===== config.mk =====
export PLATFORM = sky130hd
export DESIGN_NAME = bcd_alarm_clock_core_flat
export DESIGN_NICKNAME = d
export VERILOG_FILES = /design/src/bac_pkg.sv /design/src/bac_if.sv /design/src/bac_step.sv /design/src/bcd_alarm_clock_core.sv /design/src/flat_wrapper.sv
export SDC_FILE = /design/constraint.sdc
export NUM_CORES = 1
export LEC_CHECK = 0
export BUFFER_PORTS_ARGS = -buffer_cell sky130_fd_sc_hd__buf_2
export CORE_MARGIN = 2
export CORE_UTILIZATION = 40
export DETAILED_ROUTE_END_ITERATION = 10
export PLACE_DENSITY = 0.65
export RECOVER_POWER = 50
export REMOVE_ABC_BUFFERS = 1
export SLEW_MARGIN = 20
export SYNTH_ARGS = -nofsm -noshare
export SYNTH_HDL_FRONTEND = slang
export SYNTH_SLANG_ARGS = --single-unit
export TNS_END_PERCENT = 100

===== constraint.sdc =====
create_clock -name clk -period 3.98 [get_ports clk]
set_input_delay 0.398 -clock clk [delete_from_list [all_inputs] [get_ports clk]]
set_output_delay 0.398 -clock clk [all_outputs]
set_load 0.005 [all_outputs]

===== src/bac_pkg.sv =====
// Package for the BCD alarm clock: widths, item kinds, sequencer states, step modes.
`timescale 1ns / 1ps
`default_nettype none
package bac_pkg;

  localparam int TIME_W = 22;
  localparam int KIND_W = 3;
  localparam int MIN_W  = 8;
  localparam int TPS_W  = 16;

  localparam logic [TPS_W-1:0] TPS_RESET = 16'd1000;

  typedef logic [TIME_W-1:0] bcd_time_t;

  typedef enum logic [KIND_W-1:0] {
    KIND_TICK      = 3'd0,
    KIND_SET_TIME  = 3'd1,
    KIND_SET_ALARM = 3'd2,
    KIND_ENABLE    = 3'd3,
    KIND_DISABLE   = 3'd4,
    KIND_SNOOZE    = 3'd5,
    KIND_QUERY     = 3'd6
  } kind_t;

  typedef enum logic {
    ST_IDLE   = 1'b0,
    ST_SNOOZE = 1'b1
  } seq_state_t;

  typedef enum logic {
    STEP_SEC = 1'b0,
    STEP_MIN = 1'b1
  } step_mode_t;

endpackage
`default_nettype wire


===== src/bac_if.sv =====
// Valid/ready channel interfaces for the alarm clock input items and results.
`timescale 1ns / 1ps
`default_nettype none
interface bac_in_if;
  logic                          valid;
  logic                          ready;
  logic [bac_pkg::KIND_W-1:0]    kind;
  logic [bac_pkg::TIME_W-1:0]    time_value;
  logic [bac_pkg::MIN_W-1:0]     snooze_minutes;

  modport source (output valid, output kind, output time_value, output snooze_minutes,
                  input ready);
  modport sink   (input valid, input kind, input time_value, input snooze_minutes,
                  output ready);
endinterface

interface bac_out_if;
  logic                          valid;
  logic                          ready;
  logic [bac_pkg::TIME_W-1:0]    clock_time;
  logic [bac_pkg::TIME_W-1:0]    alarm_value;
  logic                          time_valid;
  logic                          alarm_on;
  logic                          alarm_fired;

  modport source (output valid, output clock_time, output alarm_value,
                  output time_valid, output alarm_on, output alarm_fired, input ready);
  modport sink   (input valid, input clock_time, input alarm_value,
                  input time_valid, input alarm_on, input alarm_fired, output ready);
endinterface
`default_nettype wire


===== src/bac_step.sv =====
// Shared BCD step unit: adds one second or one minute with the 24-hour wrap.
`timescale 1ns / 1ps
`default_nettype none
module bac_step (
  input  wire bac_pkg::bcd_time_t   val_in,
  input  wire bac_pkg::step_mode_t  mode,
  output bac_pkg::bcd_time_t        val_out
);
  import bac_pkg::*;

  logic [4:0] s0_inc, s1_inc, m0_inc, m1_inc, h0_inc;
  logic [2:0] h1_inc;
  logic [3:0] s0, s1, m0, m1, h0;
  logic [2:0] h1;
  logic       c_min, c_hr;

  always_comb begin
    s0_inc = {1'b0, val_in[3:0]}   + 5'd1;
    s1_inc = {1'b0, val_in[7:4]}   + 5'd1;
    m0_inc = {1'b0, val_in[11:8]}  + 5'd1;
    m1_inc = {1'b0, val_in[15:12]} + 5'd1;
    h0_inc = {1'b0, val_in[19:16]} + 5'd1;
    h1_inc = {1'b0, val_in[21:20]} + 3'd1;

    s0 = val_in[3:0];
    s1 = val_in[7:4];
    m0 = val_in[11:8];
    m1 = val_in[15:12];
    h0 = val_in[19:16];
    h1 = {1'b0, val_in[21:20]};
    c_min = 1'b0;
    c_hr  = 1'b0;

    // seconds, only in second mode
    if (mode == STEP_SEC) begin
      if (s0_inc > 5'd9) begin
        s0 = 4'd0;
        if (s1_inc > 5'd5) begin
          s1    = 4'd0;
          c_min = 1'b1;
        end else begin
          s1 = s1_inc[3:0];
        end
      end else begin
        s0 = s0_inc[3:0];
      end
    end else begin
      c_min = 1'b1;
    end

    if (c_min) begin
      if (m0_inc > 5'd9) begin
        m0 = 4'd0;
        if (m1_inc > 5'd5) begin
          m1   = 4'd0;
          c_hr = 1'b1;
        end else begin
          m1 = m1_inc[3:0];
        end
      end else begin
        m0 = m0_inc[3:0];
      end
    end

    if (c_hr) begin
      if (h0_inc > 5'd9) begin
        h0 = 4'd0;
        h1 = h1_inc;
      end else begin
        h0 = h0_inc[3:0];
      end
    end

    // 24:00 and any out-of-range hour after a carry wraps the whole time
    if (c_hr && ((h1 > 3'd2) || ((h1 == 3'd2) && (h0 > 4'd3)))) begin
      val_out = '0;
    end else begin
      val_out = {h1[1:0], h0, m1, m0, s1, s0};
    end
  end

endmodule
`default_nettype wire


===== src/bcd_alarm_clock_core.sv =====
// Top level of the BCD real-time clock with alarm: state, sequencer and channels.
//
//  channel   dir  beat contents
//  --------  ---  ----------------------------------------------------------
//  in_ch     in   kind, time_value (packed BCD hhmmss), snooze_minutes
//  out_ch    out  clock_time, alarm_value, time_valid, alarm_on, alarm_fired
//  cfg_*     in   cfg_we / cfg_wdata: ticks per second, written in any cycle with cfg_we high
//
// Every kind but snooze finishes in the accept cycle; its result beat is up the
// next cycle. Snooze by N > 0 minutes runs the shared step unit one minute per
// cycle, so its result beat comes up only after all N minutes are added.
// The result beat is read straight from the state registers, so in_ch.ready is
// low while a beat waits (it rises in the cycle out_ch.ready takes it) and during
// a snooze run. Reset (rst_n low, synchronous) clears the clock state and loads
// 1000 ticks.
`timescale 1ns / 1ps
`default_nettype none
module bcd_alarm_clock_core (
  input  wire                         clk,
  input  wire                         rst_n,
  input  wire                         cfg_we,
  input  wire [bac_pkg::TPS_W-1:0]    cfg_wdata,
  bac_in_if.sink                      in_ch,
  bac_out_if.source                   out_ch
);
  import bac_pkg::*;

  seq_state_t        state_r, state_nxt;
  bcd_time_t         time_r, time_nxt;
  bcd_time_t         alarm_r, alarm_nxt;
  logic              tvalid_r, tvalid_nxt;
  logic              en_r, en_nxt;
  logic              fired_r, fired_nxt;
  logic [TPS_W-1:0]  pre_r, pre_nxt;
  logic [TPS_W-1:0]  tps_r;
  logic [MIN_W-1:0]  cnt_r, cnt_nxt;
  logic              ovalid_r, ovalid_nxt;

  logic              accept;
  logic [TPS_W-1:0]  pre_inc;
  bcd_time_t         unit_in, unit_out;
  step_mode_t        unit_mode;

  // one step unit serves both the seconds advance and the snooze loop
  bac_step u_step (
    .val_in  (unit_in),
    .mode    (unit_mode),
    .val_out (unit_out)
  );

  assign in_ch.ready = (state_r == ST_IDLE) && (!ovalid_r || out_ch.ready);
  assign accept      = in_ch.valid && in_ch.ready;

  assign out_ch.valid        = ovalid_r;
  assign out_ch.clock_time   = time_r;
  assign out_ch.alarm_value  = alarm_r;
  assign out_ch.time_valid   = tvalid_r;
  assign out_ch.alarm_on     = en_r;
  assign out_ch.alarm_fired  = fired_r;

  assign unit_in   = (state_r == ST_SNOOZE) ? alarm_r : time_r;
  assign unit_mode = (state_r == ST_SNOOZE) ? STEP_MIN : STEP_SEC;
  assign pre_inc   = pre_r + TPS_W'(1);

  always_ff @(posedge clk) begin
    if (!rst_n) begin
      state_r  <= ST_IDLE;
      time_r   <= '0;
      alarm_r  <= '0;
      tvalid_r <= 1'b0;
      en_r     <= 1'b0;
      fired_r  <= 1'b0;
      pre_r    <= '0;
      tps_r    <= TPS_RESET;
      cnt_r    <= '0;
      ovalid_r <= 1'b0;
    end else begin
      state_r  <= state_nxt;
      time_r   <= time_nxt;
      alarm_r  <= alarm_nxt;
      tvalid_r <= tvalid_nxt;
      en_r     <= en_nxt;
      fired_r  <= fired_nxt;
      pre_r    <= pre_nxt;
      cnt_r    <= cnt_nxt;
      ovalid_r <= ovalid_nxt;
      if (cfg_we) begin
        tps_r <= cfg_wdata;
      end
    end
  end

  always_comb begin
    state_nxt  = state_r;
    time_nxt   = time_r;
    alarm_nxt  = alarm_r;
    tvalid_nxt = tvalid_r;
    en_nxt     = en_r;
    fired_nxt  = fired_r;
    pre_nxt    = pre_r;
    cnt_nxt    = cnt_r;
    ovalid_nxt = ovalid_r && !out_ch.ready;

    case (state_r)
      ST_IDLE: begin
        if (accept) begin
          ovalid_nxt = 1'b1;
          case (kind_t'(in_ch.kind))
            KIND_TICK: begin
              // prescaler runs only once a time is set
              if (tvalid_r) begin
                pre_nxt = pre_inc;
                if (pre_inc >= tps_r) begin
                  pre_nxt  = '0;
                  time_nxt = unit_out;
                  if (en_r && (unit_out == alarm_r)) begin
                    fired_nxt = 1'b1;
                  end
                end
              end
            end
            KIND_SET_TIME: begin
              time_nxt   = in_ch.time_value;
              tvalid_nxt = 1'b1;
            end
            KIND_SET_ALARM: begin
              alarm_nxt = in_ch.time_value;
            end
            KIND_ENABLE: begin
              en_nxt    = 1'b1;
              fired_nxt = 1'b0;
            end
            KIND_DISABLE: begin
              en_nxt    = 1'b0;
              fired_nxt = 1'b0;
            end
            KIND_SNOOZE: begin
              fired_nxt = 1'b0;
              if (in_ch.snooze_minutes != '0) begin
                cnt_nxt    = in_ch.snooze_minutes;
                state_nxt  = ST_SNOOZE;
                ovalid_nxt = 1'b0;
              end
            end
            default: begin
              // query and unused code: report state only
            end
          endcase
        end
      end
      ST_SNOOZE: begin
        alarm_nxt = unit_out;
        cnt_nxt   = cnt_r - MIN_W'(1);
        if (cnt_r == {{(MIN_W-1){1'b0}}, 1'b1}) begin
          state_nxt  = ST_IDLE;
          ovalid_nxt = 1'b1;
        end
      end
      default: begin
        state_nxt = ST_IDLE;
      end
    endcase
  end

endmodule
`default_nettype wire

===== src/flat_wrapper.sv =====
// flat-port wrapper written by rule: the top's interface ports become plain ports
module bcd_alarm_clock_core_flat import bac_pkg::*;
  (clk, rst_n, cfg_we, cfg_wdata, in_ch_valid, in_ch_kind, in_ch_time_value, in_ch_snooze_minutes, in_ch_ready, out_ch_valid, out_ch_clock_time, out_ch_alarm_value, out_ch_time_valid, out_ch_alarm_on, out_ch_alarm_fired, out_ch_ready);
  bac_in_if in_ch_i ();
  bac_out_if out_ch_i ();
  input  wire clk;
  input  wire rst_n;
  input  wire cfg_we;
  input  wire [bac_pkg::TPS_W-1:0] cfg_wdata;
  input wire logic [$bits(in_ch_i.valid)-1:0] in_ch_valid;
  input wire logic [$bits(in_ch_i.kind)-1:0] in_ch_kind;
  input wire logic [$bits(in_ch_i.time_value)-1:0] in_ch_time_value;
  input wire logic [$bits(in_ch_i.snooze_minutes)-1:0] in_ch_snooze_minutes;
  output wire logic [$bits(in_ch_i.ready)-1:0] in_ch_ready;
  output wire logic [$bits(out_ch_i.valid)-1:0] out_ch_valid;
  output wire logic [$bits(out_ch_i.clock_time)-1:0] out_ch_clock_time;
  output wire logic [$bits(out_ch_i.alarm_value)-1:0] out_ch_alarm_value;
  output wire logic [$bits(out_ch_i.time_valid)-1:0] out_ch_time_valid;
  output wire logic [$bits(out_ch_i.alarm_on)-1:0] out_ch_alarm_on;
  output wire logic [$bits(out_ch_i.alarm_fired)-1:0] out_ch_alarm_fired;
  input wire logic [$bits(out_ch_i.ready)-1:0] out_ch_ready;
  assign in_ch_i.valid = in_ch_valid;
  assign in_ch_i.kind = in_ch_kind;
  assign in_ch_i.time_value = in_ch_time_value;
  assign in_ch_i.snooze_minutes = in_ch_snooze_minutes;
  assign in_ch_ready = in_ch_i.ready;
  assign out_ch_valid = out_ch_i.valid;
  assign out_ch_clock_time = out_ch_i.clock_time;
  assign out_ch_alarm_value = out_ch_i.alarm_value;
  assign out_ch_time_valid = out_ch_i.time_valid;
  assign out_ch_alarm_on = out_ch_i.alarm_on;
  assign out_ch_alarm_fired = out_ch_i.alarm_fired;
  assign out_ch_i.ready = out_ch_ready;
  bcd_alarm_clock_core u_core (.clk(clk), .rst_n(rst_n), .cfg_we(cfg_we), .cfg_wdata(cfg_wdata), .in_ch(in_ch_i), .out_ch(out_ch_i));
endmodule

# Word level (Yosys, flattened, before mapping)
# Cells that the tools add are included.
[op_classes]
addsub = 8
magnitude_cmp = 8
n_eq_ne = 15
mux = 49
bitwise = 1
n_reduce_logical = 23
[op_table]
columns = ["operator", "n"]
rows = [
  ["$mux W22", 6],
  ["$pmux W22 S2", 2],
  ["$mux W4", 12],
  ["$add A4 B1 Y5 const B", 5],
  ["$mux W8", 3],
  ["$eq A22 B22 Y1", 1],
  ["$mux W1", 18],
  ["$add A16 B1 Y16 const B", 1],
  ["$ge A16 B16 Y1", 1],
  ["$mux W16", 1],
  ["$pmux W8 S2", 1],
  ["$gt A5 B4 Y1 const B", 3],
  ["$gt A5 B3 Y1 const B", 2],
  ["$eq A3 B2 Y1 const B", 3],
  ["$reduce_and A3 Y1", 3],
  ["$eq A8 B1 Y1 const B", 1],
  ["$ne A2 B1 Y1 const B", 4],
  ["$pmux W1 S2", 4],
  ["$reduce_bool A8 Y1", 1],
  ["$sub A8 B1 Y8 const B", 1],
  ["$eq A3 B3 Y1 const B", 2],
  ["$logic_and A1 B1 Y1", 6],
  ["$mux W3", 2],
  ["$ne A2 B2 Y1 const B", 3],
  ["14 further kinds", 18],
]
[word_totals]
reg_bits = 89
inputBits = 54
out_inout_bits = 49

# Logic depth before layout (Yosys ltp)
[logic_depth]
ltp_word = 19
mapped_depth = 18
mapped_depth_nobuf = 15

# Modules after synthesis
# From an unflattened synthesis, not the netlist that was laid out.
[unflattened]
hier_cells = 733
hier_area_um2 = 6253.5
[by_module_without_submodules]
columns = ["module", "instances", "cells_per_inst", "area_per_inst_um2"]
rows = [
  ["bcd_alarm_clock_core", 1, 573, 5238.8],
  ["bac_step", 1, 160, 1014.7],
]

# Least setup slack after synthesis
# No wires, ideal clock.
[synth_path]
kind = "reg-to-reg"
from = "reg u_core.state_r"
to = "reg u_core.fired_r (netlist: u_core.out_ch.alarm_fired)"
setup_time_ps = 60
t_arrival_ps = 4159
required_ps = 3920
slack_ps = -239
path_stages_with_launch = 19
n_path_buf = 6
period_less_slack_ps = 4219
path_cell_list = "dfxtp_1 > buf_6 > buf_4 > buf_2 > buf_2 > buf_1 > mux2i_1 > inv_1 > ha_1 > or3b_2 > a21oi_2 > a211oi_2 > buf_4 > mux2i_1 > xor2_1 > a2111oi_1 > nand4_1 > nor4_1 > o221a_1"
[synth_via]
elab_chain_len = 17
word_cells_on_any_way = 47
classes_between = "add/sub: 6; order compare: 7; eq/ne: 3; mux: 23; bitwise: 1; reduce/logical: 7"
[synth_lines]
columns = ["element", "line", "source"]
rows = [
  ["start: declaration", "bcd_alarm_clock_core.sv:28", "seq_state_t state_r, state_nxt;"],
  ["start signal: assignment", "bcd_alarm_clock_core.sv:78", "state_r <= state_nxt;"],
  ["$mux W22", "bcd_alarm_clock_core.sv:61", "assign unit_in = (state_r == ST_SNOOZE) ? alarm_r : time_r;"],
  ["$add A4 B1 Y5", "bac_step.sv:19", "s1_inc = {1'b0, val_in[7:4]} + 5'd1;"],
  ["$gt A5 B3 Y1", "bac_step.sv:38", "if (s1_inc > 5'd5) begin"],
  ["$mux W1", "bac_step.sv:38", ""],
  ["$mux W1", "bac_step.sv:36", "if (s0_inc > 5'd9) begin"],
  ["$mux W1", "bac_step.sv:35", "if (mode == STEP_SEC) begin"],
  ["$mux W1", "bac_step.sv:51", "if (c_min) begin"],
  ["$mux W4 / $mux W3 (equally long branches)", "bac_step.sv:65", "if (c_hr) begin"],
  ["$gt A4 B2 Y1 / $eq A3 B2 Y1 (equally long branches)", "bac_step.sv:75", "if (c_hr && ((h1 > 3'd2) || ((h1 == 3'd2) && (h0 > 4'd3)))) begin"],
  ["$logic_and A1 B1 Y1", "bac_step.sv:75", ""],
  ["$logic_or A1 B1 Y1", "bac_step.sv:75", ""],
  ["$logic_and A1 B1 Y1", "bac_step.sv:75", ""],
  ["$mux W22", "bac_step.sv:75", ""],
  ["$eq A22 B22 Y1", "bcd_alarm_clock_core.sv:116", "if (en_r && (unit_out == alarm_r)) begin"],
  ["$logic_and A1 B1 Y1", "bcd_alarm_clock_core.sv:116", ""],
  ["$ne A2 B1 Y1 (no line)", "n/a", ""],
  ["$reduce_and A6 Y1 (no line) (*)", "n/a", ""],
  ["end signal: assignment", "bcd_alarm_clock_core.sv:83", "fired_r <= fired_nxt;"],
  ["end: declaration", "bcd_alarm_clock_core.sv:33", "logic fired_r, fired_nxt;"],
]
# Mark *: on every way between the ends. The rest lies on a longest branch, timed or not.
# A chain may end at the register's enable or synchronous reset.

# Final worst setup path
# Ends and elaborated chain as after synthesis.

==> impl_metrics.py <==
metrics = {
    "placed_design": {
        "place_hpwl_um": 12900,
        "port_buffers": 102,
        "gp_congestion": 0.924,
    },
    "floorplan": {
        "core-area_mm2": 0.0145,
        "die-area_mm2": 0.0158,
        "die_h_um": 126,
        "dieWidth_um": 126,
        "pin_count": 103,
        "core.rowCount": 44,
        "start_util": 0.409,
    },
    "cts": {
        "cts_tree": "yes",
        "numCtsBuffers": 9,
        "cts.clk_slew.worst_paths_ps": 70,
        "h-tree-depth": 3,
        "root_buffer": "clkbuf_16",
        "clk_latency_ps": 350,
        "clockBufferDepth": 2,
        "cts_sinks": 89,
    },
    "critical_path": {
        "worst_r2r_path_depth": 14,
        "worstPathRequired_ps": 4230,
        "r2r_start": "u_core.state_r$_SDFF_PN0_",
        "worst-path-max-fanout": 11,
        "rrSetupSlack_ps": 300,
        "crit_start": "u_core.state_r$_SDFF_PN0_",
        "crit_arrival_ps": 3930,
        "startpoint_type": "register",
        "r2r-end": "u_core.out_ch.alarm_fired$_SDFFE_PN0P_",
        "critical_path_class": "reg2reg",
        "endpoint": "u_core.out_ch.alarm_fired$_SDFFE_PN0P_",
        "cp-end-kind": "register",
    },
    "sta": {
        "max_freq_mhz": 271,
        "finalHoldViolCount": 0,
        "finalMaxSlewViolations": 60,
        "rsz0062_at_grt": "no",
        "finalCritPeriodShare": 0.926,
        "slew_headroom": -0.807,
        "setup_viol": 0,
        "max_slew.worst_pin.slew_ps": 2710,
        "layout_min_cycle_time_ps": 3680,
        "fin_skew_ps": 10.9,
    },
    "worst_hold_path": {
        "hold_start": "cfg_wdata[5]",
        "hp-class": "in2reg",
    },
    "yosys": {
        "synth.avg_cell_area_um2": 7.71,
        "synth_warnings": 0,
        "synthFlopType": "dfxtp_1",
        "ys_seq_elements": 89,
        "ys_types": 72,
        "yosysSeqAreaShare": 0.300,
        "synthArstFlopShare": 0,
        "synthCells": 771,
        "netlist_area_mm2": 0.00594,
        "synth_edf_count": 0,
    },
    "finish": {
        "final_core_util": 0.483,
        "area_delta_synth_final_pct": 18.2,
        "fillers": 1478,
        "final_common_cell": "nand2_1",
        "nets": 953,
        "drive_gt1_frac": 0.175,
        "n_antenna_cell": 0,
        "layout_common_cells": "nand2_1, dfxtp_1, buf_2",
    },
    "route": {
        "first_pass_iters": 7,
        "vias": 6110,
        "remaining_drc_errors": 0,
        "route.final.wire_length_um": 17700,
        "ant_nets": 0,
        "wire_per_inst_um": 16.7,
        "via_per_inst": 5.78,
        "drt_iter0_markers": 537,
    },
    "power": {
        "p_seq_frac": 0.461,
        "cellLeakagePower_uw": 0.00296,
        "p_total_uw": 2050,
        "pwr-share-comb": 0.134,
        "irDropWorstVdd_v": 0.000192,
        "internal-power_uw": 1470,
        "switching_share": 0.286,
        "pwr_density_cell_mw_per_mm2": 292,
        "clkPwrFrac": 0.404,
        "p_sw_uw": 586,
    },
    "global_route": {
        "grt_util_met2": 0.346,
        "grt_pass1_vias": 5712,
        "top_usage_layer": "met2",
        "met3_usage": 0.0425,
        "grt_overflow_total": 0,
        "antenna_found_initial": 0,
        "gr-usage-all-layers": 0.221,
        "use_met1": 0.306,
        "grt_pass1_wl_um": 28900,
        "grt_max_degree": 60,
    },
    "run_status": {
        "status": "finished with violations",
        "violations": "capacitance limit, slew limit",
    },
    "run": {
        "cap_violations": 1,
    },
}
## worst min path at each step
stage / end / cells past startpoint
finish: u_core.tps_r[5]$_SDFFE_PN1P_ / 3
global route: u_core.tps_r[7]$_SDFFE_PN1P_ / 3
CTS: u_core.tps_r[6]$_SDFFE_PN1P_ / 3
detailed placement: u_core.pre_r[15]$_SDFFE_PN0P_ / 2
global placement: u_core.pre_r[15]$_SDFFE_PN0P_ / 2
floorplan: u_core.pre_r[15]$_SDFFE_PN0P_ / 2
## cell families after synthesis
| kind of cell | Yosys count | synth area share |
|---|---|---|
| xor gates and xnor gates | 26 | 0.0383 |
| adders and majority gates | 30 | 0.0632 |
| muxes | 40 | 0.0699 |
| DFF | 89 | 0.300 |
| AOI/OAI and AO/OA | 213 | 0.246 |
| and+or+nand+nor | 287 | 0.225 |
| buffers and inverters | 86 | 0.0581 |
## stage by stage
step                      instances  worst slack (ps)  hold slack, ps  area, um^2  TNS, ps
after floorplan                 729             -1480             444        5760   -29190
after CTS                      1057              75.5             249        7030        0
after global placement         1041              77.5             458        6730        0
final                          1058               296             258        7030        0
after detailed placement       1041             -40.2             467        6730    -40.2
after global routing           1058              11.6             260        7030        0
## area by class of cell
class                           instances  area (um^2)  share of cell area
Clock buffer                            9          225              0.0321
Multi-Input combinational cell        596         3860               0.549
Clock inverter                          7         60.1             0.00855
Inverter                               44          165              0.0235
Timing Repair Buffer                  129          701              0.0997
Sequential cell                        89         1790               0.254
Tap cell                              184          230              0.0328
## routing by layer
metal  wire length (um)  vias up
li1                   -     3011
met1               8380     2862
met2               7850      204
met3               1030       33
met4                417        0
met5                  0        -
## repair_timing
item | in CTS | in global routing
buffers inserted | 0 | 1
endpoints found under the setup margin | 1 | 29
hold buffers | 0 | 0
pin swaps | 0 | 1
gates resized for setup | 1 | 9
## cells in the mapped netlist (all sizes together), types with 9 or more instances
cell    count  area (um^2)
a22oi      12         90.1
nand3      36          180
ha         30          375
a21oi      68          344
nand2      90          338
xor2       12          105
a221oi     14          123
dfxtp      89         1780
clkbuf     29          109
and3       12         75.1
a31oi       9         56.3
nor4        9         56.3
mux2i      34          348
o211ai     14          110
nor2       82          310
a211oi      9         72.6
o21ai      28          140
inv        44          165
xnor2      14          123
buf        13         71.3
nor3       20          100
## critical path: stages (launching register included)
cell	delay, ps
dfxtp_4	460
nand2_1	100
a21boi_0	160
inv_1	80
ha_1	190
or3b_2	180
a21oi_2	80
buf_4	180
a211o_1	310
o41ai_1	690
a21boi_0	610
nand2_1	120
nand4_1	130
nor4_2	60
o221a_1	220
## flip-flops by register name, summed over array words and instances, names as in the netlist
name,count
u_core.out_ch.alarm_value,22
u_core.out_ch.clock_time,22
u_core.pre_r,16
u_core.tps_r,16
u_core.cnt_r,8
u_core.out_ch.alarm_fired,1
u_core.out_ch.alarm_on,1
u_core.out_ch.time_valid,1
u_core.out_ch.valid,1
u_core.state_r,1
## power groups by stage
stage | clock network (uW) | logic (uW) | registers (uW)
floorplan | 0 | 153 | 966
global placement | 0 | 269 | 968
detailed placement | 0 | 271 | 968
CTS | 853 | 273 | 948
global route | 886 | 307 | 951
finish | 830 | 275 | 947
No activity file was read; power rests on OpenSTA's default activity.
